### config.mk
export PLATFORM = sky130hd
export DESIGN_NAME = button_debounce_hold_repeat_events_top
export DESIGN_NICKNAME = d
export VERILOG_FILES = /design/src/design/bdhr_pkg.sv /design/src/design/bdhr_front.sv /design/src/design/bdhr_back.sv /design/src/design/button_debounce_hold_repeat_events_top.sv
export SDC_FILE = /design/constraint.sdc
export NUM_CORES = 1
export LEC_CHECK = 0
export ABC_CLOCK_PERIOD_IN_PS = 9200
export BUFFER_PORTS_ARGS = -buffer_cell sky130_fd_sc_hd__buf_2
export CORE_MARGIN = 3
export CORE_UTILIZATION = 60
export CTS_CLUSTER_SIZE = 12
export DETAILED_ROUTE_END_ITERATION = 12
export GPL_TIMING_DRIVEN = 0
export PLACE_DENSITY = 0.77
export REMOVE_ABC_BUFFERS = 1
export SLEW_MARGIN = 25
export SYNTH_ARGS = -nofsm -noshare
export SYNTH_HDL_FRONTEND = slang
export SYNTH_SLANG_ARGS = --single-unit
export TNS_END_PERCENT = 50
### constraint.sdc
create_clock -name clk -period 9.2 [get_ports clk]
set_clock_uncertainty 0.1 [all_clocks]
set_input_delay 1.84 -clock clk [delete_from_list [all_inputs] [get_ports clk]]
set_output_delay 1.84 -clock clk [all_outputs]
set_load 0.01 [all_outputs]
### src/design/bdhr_pkg.sv
// ----------------------------------------------------------------------------
// bdhr_pkg: shared types and constants
// Widths, opcodes, register indexes and reset values for the button debounce
// block with hold and repeat events.
// ----------------------------------------------------------------------------
package bdhr_pkg;

  // Defaults for the top-level parameters.
  localparam int BUTTON_COUNT_DEFAULT = 7;
  localparam int QUEUE_DEPTH_DEFAULT  = 16;

  // Item opcodes.
  localparam int          OPCODE_W = 2;
  localparam logic [1:0]  OP_TICK  = 2'd0;
  localparam logic [1:0]  OP_POP   = 2'd1;
  localparam logic [1:0]  OP_CLEAR = 2'd2;

  // Configuration port.
  localparam int         CFG_INDEX_W   = 2;
  localparam int         CFG_DATA_W    = 16;
  localparam logic [1:0] CFG_DEBOUNCE  = 2'd0;
  localparam logic [1:0] CFG_HOLD      = 2'd1;
  localparam logic [1:0] CFG_REPEAT    = 2'd2;

  localparam int DEBOUNCE_W = 8;
  localparam int AGE_W      = 16;

  localparam logic [DEBOUNCE_W-1:0] DEBOUNCE_RESET = 8'd4;
  localparam logic [AGE_W-1:0]      HOLD_RESET     = 16'd100;
  localparam logic [AGE_W-1:0]      REPEAT_RESET   = 16'd25;

  // Saturation limits of the two counters.
  localparam logic [DEBOUNCE_W-1:0] STABLE_MAX = 8'hFF;
  localparam logic [AGE_W-1:0]      AGE_MAX    = 16'hFFFF;

  typedef struct packed {
    logic [DEBOUNCE_W-1:0] debounce_ticks;
    logic [AGE_W-1:0]      hold_ticks;
    logic [AGE_W-1:0]      repeat_ticks;
  } cfg_t;

  // Decoded command kind; an unused opcode has all flags low.
  typedef struct packed {
    logic tick;
    logic pop;
    logic clear;
  } cmd_kind_t;

endpackage

### src/design/bdhr_front.sv
// ----------------------------------------------------------------------------
// bdhr_front: command intake
// Accepts input words, decodes the opcode and holds up to two decoded
// commands so the intake and the execution side stall independently.
// ----------------------------------------------------------------------------
module bdhr_front #(
  parameter int BUTTON_COUNT = bdhr_pkg::BUTTON_COUNT_DEFAULT
) (
  input  logic                          clk,
  input  logic                          rst,
  input  logic                          item_valid,
  output logic                          item_ready,
  input  logic [bdhr_pkg::OPCODE_W-1:0] opcode,
  input  logic [BUTTON_COUNT-1:0]       raw_buttons,
  output logic                          cmd_valid,
  input  logic                          cmd_ready,
  output bdhr_pkg::cmd_kind_t           cmd_kind,
  output logic [BUTTON_COUNT-1:0]       cmd_raw
);
  import bdhr_pkg::*;

  cmd_kind_t               kind_q [2];
  logic [BUTTON_COUNT-1:0] raw_q  [2];
  logic                    wr_ptr;
  logic                    rd_ptr;
  logic [1:0]              count;
  cmd_kind_t               decoded;
  logic                    push;
  logic                    pull;

  always_comb begin
    decoded.tick  = (opcode == OP_TICK);
    decoded.pop   = (opcode == OP_POP);
    decoded.clear = (opcode == OP_CLEAR);
  end

  assign item_ready = (count != 2'd2);
  assign push       = item_valid && item_ready;
  assign cmd_valid  = (count != 2'd0);
  assign pull       = cmd_valid && cmd_ready;
  assign cmd_kind   = kind_q[rd_ptr];
  assign cmd_raw    = raw_q[rd_ptr];

  always_ff @(posedge clk) begin
    if (push) begin
      kind_q[wr_ptr] <= decoded;
      raw_q[wr_ptr]  <= raw_buttons;
    end
  end

  always_ff @(posedge clk) begin
    if (rst) begin
      wr_ptr <= 1'b0;
      rd_ptr <= 1'b0;
      count  <= 2'd0;
    end else begin
      if (push) wr_ptr <= ~wr_ptr;
      if (pull) rd_ptr <= ~rd_ptr;
      unique case ({push, pull})
        2'b10:   count <= count + 2'd1;
        2'b01:   count <= count - 2'd1;
        default: count <= count;
      endcase
    end
  end

endmodule

### src/design/bdhr_back.sv
// ----------------------------------------------------------------------------
// bdhr_back: command execution
// Runs the debouncer, press tracking, hold and repeat timing and event ring
// buffer into a registered result word, one command per cycle unless stalled.
// ----------------------------------------------------------------------------
module bdhr_back #(
  parameter int BUTTON_COUNT = bdhr_pkg::BUTTON_COUNT_DEFAULT,
  parameter int QUEUE_DEPTH  = bdhr_pkg::QUEUE_DEPTH_DEFAULT
) (
  input  logic                               clk,
  input  logic                               rst,
  input  bdhr_pkg::cfg_t                     cfg,
  input  logic                               cmd_valid,
  output logic                               cmd_ready,
  input  bdhr_pkg::cmd_kind_t                cmd_kind,
  input  logic [BUTTON_COUNT-1:0]            cmd_raw,
  output logic                               result_valid,
  input  logic                               result_ready,
  output logic                               pop_valid,
  output logic [BUTTON_COUNT-1:0]            pop_buttons,
  output logic                               pop_is_hold,
  output logic [BUTTON_COUNT-1:0]            debounced_buttons,
  output logic [$clog2(QUEUE_DEPTH+1)-1:0]   pending_events,
  output logic                               event_dropped
);
  import bdhr_pkg::*;

  localparam int PTR_W = $clog2(QUEUE_DEPTH);
  localparam int CNT_W = $clog2(QUEUE_DEPTH + 1);

  // Debounce and press state.
  logic [BUTTON_COUNT-1:0] last_sample,     last_sample_next;
  logic [DEBOUNCE_W-1:0]   stable_count,    stable_count_next;
  logic [BUTTON_COUNT-1:0] debounced_state, debounced_state_next;
  logic [BUTTON_COUNT-1:0] pressed_set,     pressed_set_next;
  logic                    hold_fired,      hold_fired_next;
  logic [AGE_W-1:0]        press_age,       press_age_next;

  // Event ring buffer; bit BUTTON_COUNT of an entry marks a hold event.
  logic [BUTTON_COUNT:0]   event_mem [QUEUE_DEPTH];
  logic [PTR_W-1:0]        write_pointer,   write_pointer_next;
  logic [PTR_W-1:0]        read_pointer,    read_pointer_next;
  logic [CNT_W-1:0]        queued_count,    queued_count_next;

  logic                    fire;
  logic                    ev_put;
  logic [BUTTON_COUNT:0]   ev_word;
  logic                    mem_we;
  logic                    pop_hit;
  logic                    dropped;
  logic                    queue_full;

  function automatic logic [PTR_W-1:0] ptr_inc(input logic [PTR_W-1:0] p);
    logic [PTR_W-1:0] r;
    if (p == PTR_W'(QUEUE_DEPTH - 1)) r = '0;
    else r = p + 1'b1;
    return r;
  endfunction

  assign cmd_ready  = !result_valid || result_ready;
  assign fire       = cmd_valid && cmd_ready;
  assign queue_full = (queued_count == CNT_W'(QUEUE_DEPTH));

  // Tick: debounce, press set tracking and hold or repeat timing.
  always_comb begin
    last_sample_next     = last_sample;
    stable_count_next    = stable_count;
    debounced_state_next = debounced_state;
    pressed_set_next     = pressed_set;
    hold_fired_next      = hold_fired;
    press_age_next       = press_age;
    ev_put               = 1'b0;
    ev_word              = '0;
    if (cmd_kind.tick) begin
      if (cmd_raw == last_sample) begin
        if (stable_count != STABLE_MAX) stable_count_next = stable_count + 1'b1;
      end else begin
        last_sample_next  = cmd_raw;
        stable_count_next = DEBOUNCE_W'(1);
      end
      if (debounced_state != last_sample_next &&
          stable_count_next >= cfg.debounce_ticks) begin
        debounced_state_next = last_sample_next;
        if (last_sample_next != '0) begin
          if (pressed_set == '0 || !hold_fired) begin
            pressed_set_next = pressed_set | last_sample_next;
            press_age_next   = '0;
          end
        end else if (pressed_set != '0) begin
          if (!hold_fired) begin
            ev_put  = 1'b1;
            ev_word = {1'b0, pressed_set};
          end
          hold_fired_next  = 1'b0;
          pressed_set_next = '0;
        end
      end
      if (pressed_set_next != '0 &&
          ((!hold_fired_next && cfg.hold_ticks != '0 &&
            press_age_next >= cfg.hold_ticks) ||
           (hold_fired_next && cfg.repeat_ticks != '0 &&
            press_age_next >= cfg.repeat_ticks))) begin
        hold_fired_next = 1'b1;
        press_age_next  = '0;
        ev_put          = 1'b1;
        ev_word         = {1'b1, pressed_set_next};
      end
      if (press_age_next != AGE_MAX) press_age_next = press_age_next + 1'b1;
    end
  end

  // Queue bookkeeping for puts, pops and clears.
  always_comb begin
    write_pointer_next = write_pointer;
    read_pointer_next  = read_pointer;
    queued_count_next  = queued_count;
    mem_we             = 1'b0;
    pop_hit            = 1'b0;
    dropped            = 1'b0;
    priority if (cmd_kind.tick) begin
      if (ev_put) begin
        if (queue_full) begin
          dropped = 1'b1;
        end else begin
          mem_we             = 1'b1;
          write_pointer_next = ptr_inc(write_pointer);
          queued_count_next  = queued_count + 1'b1;
        end
      end
    end else if (cmd_kind.pop) begin
      if (queued_count != '0) begin
        pop_hit           = 1'b1;
        read_pointer_next = ptr_inc(read_pointer);
        queued_count_next = queued_count - 1'b1;
      end
    end else if (cmd_kind.clear) begin
      queued_count_next = '0;
      read_pointer_next = write_pointer;
    end else begin
      queued_count_next = queued_count;
    end
  end

  always_ff @(posedge clk) begin
    if (rst) begin
      last_sample     <= '0;
      stable_count    <= '0;
      debounced_state <= '0;
      pressed_set     <= '0;
      hold_fired      <= 1'b0;
      press_age       <= '0;
      write_pointer   <= '0;
      read_pointer    <= '0;
      queued_count    <= '0;
    end else if (fire) begin
      last_sample     <= last_sample_next;
      stable_count    <= stable_count_next;
      debounced_state <= debounced_state_next;
      pressed_set     <= pressed_set_next;
      hold_fired      <= hold_fired_next;
      press_age       <= press_age_next;
      write_pointer   <= write_pointer_next;
      read_pointer    <= read_pointer_next;
      queued_count    <= queued_count_next;
    end
  end

  always_ff @(posedge clk) begin
    if (fire && mem_we) event_mem[write_pointer] <= ev_word;
  end

  // Result register; the ring buffer read lands here directly.
  always_ff @(posedge clk) begin
    if (fire) begin
      pop_valid         <= pop_hit;
      if (pop_hit) {pop_is_hold, pop_buttons} <= event_mem[read_pointer];
      else         {pop_is_hold, pop_buttons} <= '0;
      debounced_buttons <= debounced_state_next;
      pending_events    <= queued_count_next;
      event_dropped     <= dropped;
    end
  end

  always_ff @(posedge clk) begin
    if (rst) result_valid <= 1'b0;
    else if (fire) result_valid <= 1'b1;
    else if (result_ready) result_valid <= 1'b0;
  end

  a_count_bound: assert property (@(posedge clk) disable iff (rst)
    queued_count <= CNT_W'(QUEUE_DEPTH))
    else $error("event count above queue depth");

  a_hold_needs_press: assert property (@(posedge clk) disable iff (rst)
    hold_fired |-> (pressed_set != '0))
    else $error("hold flag set with no buttons pressed");

  a_clear_empties: assert property (@(posedge clk) disable iff (rst)
    (fire && cmd_kind.clear) |=> (queued_count == '0 && read_pointer == write_pointer))
    else $error("clear left events in the queue");

  a_pop_no_drop: assert property (@(posedge clk) disable iff (rst)
    (result_valid && pop_valid) |-> !event_dropped)
    else $error("a pop reported a dropped event");

endmodule

### src/design/button_debounce_hold_repeat_events_top.sv
// ----------------------------------------------------------------------------
// button_debounce_hold_repeat_events_top: button debouncer with hold events
// Debounces a button vector, turns presses into click, hold and repeat
// events and queues them for a host to pop.
// ----------------------------------------------------------------------------
// Usage. Each input word carries an opcode and a raw button sample. A tick
// samples the buttons, advances the debouncer and may queue one event; a pop
// takes the oldest event (answering invalid at once if none is queued); a
// clear empties the queue. Every input word yields exactly one result word
// with the pop fields, the debounced state, the queue fill and a flag for an
// event lost to a full queue.
// Throughput is one word per cycle while the receiver keeps taking results. A
// word accepted at the intake is written into the two-entry command queue and
// executed into the result register once the execution side is ready; its
// result word is valid from then on. When the receiver stalls, the result
// register holds its word, the command queue fills, and item_ready drops once
// both queue entries are taken. Configuration (debounce, hold and repeat
// periods) is written on its own channel, always ready; the user must write
// it only while no command is in flight, as the block does not enforce this.
// Reset is synchronous and returns all counters, queue pointers and control
// registers to defaults; the event storage is not cleared and needs no sweep.
// ----------------------------------------------------------------------------
module button_debounce_hold_repeat_events_top #(
  parameter int BUTTON_COUNT = bdhr_pkg::BUTTON_COUNT_DEFAULT,
  parameter int QUEUE_DEPTH  = bdhr_pkg::QUEUE_DEPTH_DEFAULT
) (
  input  logic                              clk,
  input  logic                              rst,
  input  logic                              cfg_valid,
  output logic                              cfg_ready,
  input  logic [bdhr_pkg::CFG_INDEX_W-1:0]  cfg_index,
  input  logic [bdhr_pkg::CFG_DATA_W-1:0]   cfg_data,
  input  logic                              item_valid,
  output logic                              item_ready,
  input  logic [bdhr_pkg::OPCODE_W-1:0]     opcode,
  input  logic [BUTTON_COUNT-1:0]           raw_buttons,
  output logic                              result_valid,
  input  logic                              result_ready,
  output logic                              pop_valid,
  output logic [BUTTON_COUNT-1:0]           pop_buttons,
  output logic                              pop_is_hold,
  output logic [BUTTON_COUNT-1:0]           debounced_buttons,
  output logic [$clog2(QUEUE_DEPTH+1)-1:0]  pending_events,
  output logic                              event_dropped
);
  import bdhr_pkg::*;

  cfg_t                    cfg;
  logic                    cmd_valid;
  logic                    cmd_ready;
  cmd_kind_t               cmd_kind;
  logic [BUTTON_COUNT-1:0] cmd_raw;

  // Registers are plain flops; a write to an unused index is accepted and
  // ignored.
  assign cfg_ready = 1'b1;

  always_ff @(posedge clk) begin
    if (rst) begin
      cfg.debounce_ticks <= DEBOUNCE_RESET;
      cfg.hold_ticks     <= HOLD_RESET;
      cfg.repeat_ticks   <= REPEAT_RESET;
    end else if (cfg_valid && cfg_ready) begin
      if (cfg_index == CFG_DEBOUNCE) cfg.debounce_ticks <= cfg_data[DEBOUNCE_W-1:0];
      if (cfg_index == CFG_HOLD)     cfg.hold_ticks     <= cfg_data[AGE_W-1:0];
      if (cfg_index == CFG_REPEAT)   cfg.repeat_ticks   <= cfg_data[AGE_W-1:0];
    end
  end

  bdhr_front #(
    .BUTTON_COUNT(BUTTON_COUNT)
  ) u_front (
    .clk         (clk),
    .rst         (rst),
    .item_valid  (item_valid),
    .item_ready  (item_ready),
    .opcode      (opcode),
    .raw_buttons (raw_buttons),
    .cmd_valid   (cmd_valid),
    .cmd_ready   (cmd_ready),
    .cmd_kind    (cmd_kind),
    .cmd_raw     (cmd_raw)
  );

  bdhr_back #(
    .BUTTON_COUNT(BUTTON_COUNT),
    .QUEUE_DEPTH (QUEUE_DEPTH)
  ) u_back (
    .clk               (clk),
    .rst               (rst),
    .cfg               (cfg),
    .cmd_valid         (cmd_valid),
    .cmd_ready         (cmd_ready),
    .cmd_kind          (cmd_kind),
    .cmd_raw           (cmd_raw),
    .result_valid      (result_valid),
    .result_ready      (result_ready),
    .pop_valid         (pop_valid),
    .pop_buttons       (pop_buttons),
    .pop_is_hold       (pop_is_hold),
    .debounced_buttons (debounced_buttons),
    .pending_events    (pending_events),
    .event_dropped     (event_dropped)
  );

endmodule
==> flow_summary.toml <==
[outcome]
status = "finished clean"

[logic_synthesis]
synth_flop_cell = "edfxtp_1"
synth_xor_area_frac = 0.0150
yosysMostFrequentCell = "edfxtp_1"
yosysTopAreaCellShare = 0.397
syn_inst = 1123
avgSynthCellArea_sq_um = 11.5
yosysUniqueCellTypes = 76
seq_area_frac_synth = 0.560
synth-simple-area-share = 0.147
ys_ff_latch = 275
synth.cell_area_sq_um = 12900
synth_edf_count = 170
synth-compound-area-share = 0.107
ys_async_sr_fraction = 0
ys_warn_count = 0
yosys.area.top_type = "edfxtp_1"
synth_fa_ha_area_frac = 0.0486
synthTopCellsByArea = "edfxtp_1, dfxtp_1, mux4_2"
synthMuxAreaShare = 0.0871
yosys-top-cells-count = "edfxtp_1, nand2_1, dfxtp_1"
synth_top_family_by_area = "simple AND/OR/NAND/NOR gates"

[routing]
vias_per_cell = 6.16
drcViolationCount = 0
drtIter0Drc = 779
ant_nets = 0
wl_per_cell_um = 19.0
routed_wl_mm = 27.7
via_count = 8954
firstDrtPassIters = 5

[layout]
diodes = 0
layout-drive-gt1-share = 0.155
syn_to_final_growth_pct = 11.5
post-route-util = 0.696
nNetsFinal = 1244
fin_area_sq_um = 14300

[sta]
setup_ws_ns = 0.692
rsz0062_at_grt = "no"
finalCritPeriodShare = 0.925
layout_min_cycle_time_ns = 8.51
relSlewSlack = 0.308
finalSetupTns_ns = 0
hold_viol_final = 0
tightestPinTransition_ns = 1.02
max_clock_freq_ghz = 0.118
final_max_slew_viol_count = 0
finalSetupViolations = 0

[critical_path]
cp-end-kind = "flip-flop"
crit_path_top_delay_cell = "mux2i_1"
cp-start-kind = "flip-flop"
cp_data_required_time_ns = 9.52
critPathMaxFanout = 18
critical_path.max_stage_delay_ns = 0.75
critical_path_arrival_ns = 8.83
worstSetupPathType = "reg2reg"

[global_route]
track_usage = 0.231
grt_overflow = 0
antenna_found_initial = 0
grt_pass1_vias = 8698
grt_max_degree = 61
grt_first_pass_wirelength_mm = 44.5

[clocking]
numCtsBuffers = 28
post_cts_buffers = 0
insertion_delay_ns = 0.54
htree_levels = 1
clockBufferDepth = 3
root_buffer = "clkbuf_16"
path_clk_slew_ns = 0.06
clkSinkCount = 275
cts_tree = "built"

[die]
io_pins = 57
dieWidth_um = 152
rows = 52
core_area_sq_um = 20600
initial_core_util = 0.624
fp.dieH_um = 152
dieArea_sq_um = 23200

[min_path]
hp-class = "reg2reg"

[power]
p_seq_frac = 0.464
power_frac_comb = 0.211
leakagePower_nw = 5.11
sw_frac_of_total = 0.290
p_int_w = 0.00230
power_frac_clock = 0.326
p_switching_w = 0.000941
p_total_w = 0.00324
ir_drop_uv = 146
p_per_area_nw_per_um2 = 226

[placed_design]
placed_cell_area_sq_um = 13400
gp_congestion = 0.878
portBuffers = 55
place_hpwl_mm = 18.3
dpl_worst_slack_ns = -0.0805

[job]
cap_violations = 0
## metal layers
layer / vias up / GRT usage / wire [um]
met1: 4310 / 0.307 / 11400
met2: 333 / 0.398 / 13900
li1: 4248 / - / -
met5: - / 0 / 0
met4: 0 / 0.0725 / 621
met3: 63 / 0.0318 / 1710
## layout make-up
class / instances / area [sq um]
Timing Repair Buffer: 60 / 388
Sequential cell: 275 / 7220
Clock inverter: 4 / 20.0
Fill cell: 1403 / 6280
Inverter: 60 / 225
Clock buffer: 48 / 835
Multi-Input combinational cell: 737 / 5330
Tap cell: 270 / 338
## power by group through the flow
stage                     registers [W]  logic, W  clock network (W)
after floorplan                 0.00155  0.000406                  0
after global placement          0.00154  0.000599                  0
after detailed placement        0.00152  0.000664                  0
after CTS                       0.00150  0.000671            0.00107
after global routing            0.00152  0.000750            0.00112
final                           0.00150  0.000683            0.00106
## flip-flops by register name, indices dropped and copies added, names as in the netlist, 2 cells and up, named ones only
register,cells
u_back.event_mem,128
u_back.press_age,16
u_front.raw_q,14
u_back.pressed_set,7
u_back.queued_count,5
u_front.count,2
u_back.write_pointer,4
u_back.debounced_buttons,7
cfg,40
u_back.stable_count,8
u_back.pending_events,5
u_back.last_sample,7
u_front.kind_q,6
u_back.pop_buttons,7
u_back.debounced_state,7
u_back.read_pointer,4
## final timing paths
kind              depth (start not counted)                  end  slack, ns      start
setup / recovery                         28  u_back.press_age[3]       0.69  flip-flop
hold / removal                            2               cfg[6]       0.37     cfg[6]
setup reg to reg                         28  u_back.press_age[3]       0.69  flip-flop
hold reg to reg                           2               cfg[6]       0.37     cfg[6]
## what timing repair did
action	in CTS	in global routing
pin swaps	0	2
gates cloned	0	2
hold buffers	0	0
gates resized for setup	2	7
setup endpoints to repair	6	16
## worst max-delay path, delay by kind of cell (launching register included)
family,cells,cell delay (ns)
muxes,2,1.02
and+or+nand+nor,11,2.10
DFF,1,0.53
xor gates and xnor gates,1,0.22
adders and majority gates,3,0.90
AOI/OAI and AO/OA,11,3.47
## cell families after synthesis
kind of cell	count (synthesis)
fa+ha+maj	50
flops	275
mux	59
xor+xnor	22
compound gates	210
other cells	1
buf+inv	113
simple gates	393
## through the flow
step | std cells | hold WS, ns
6_report | 1454 | 0.370
2_1_floorplan | 1070 | 0.343
4_1_cts | 1452 | 0.369
3_5_place_dp | 1400 | 0.361
5_1_grt | 1454 | 0.393
3_3_place_gp | 1395 | 0.360
## cells in the final DEF (no fill, tap or decap), types with 14 or more instances in the layout
| cell | instances |
|---|---|
| mux4_2 | 40 |
| and3_1 | 25 |
| a211oi_1 | 18 |
| clkbuf_16 | 30 |
| nor3_1 | 15 |
| nand4_1 | 22 |
| a21oi_1 | 87 |
| nor2b_1 | 20 |
| o211ai_1 | 14 |
| dfxtp_1 | 102 |
| inv_1 | 58 |
| nor2_1 | 86 |
| nand3_1 | 27 |
| edfxtp_1 | 170 |
| clkbuf_1 | 14 |
| o21ai_0 | 30 |
| and2_1 | 14 |
| ha_1 | 50 |
| nand2_1 | 137 |
| buf_2 | 54 |
No activity file was read; power rests on OpenSTA's default activity.
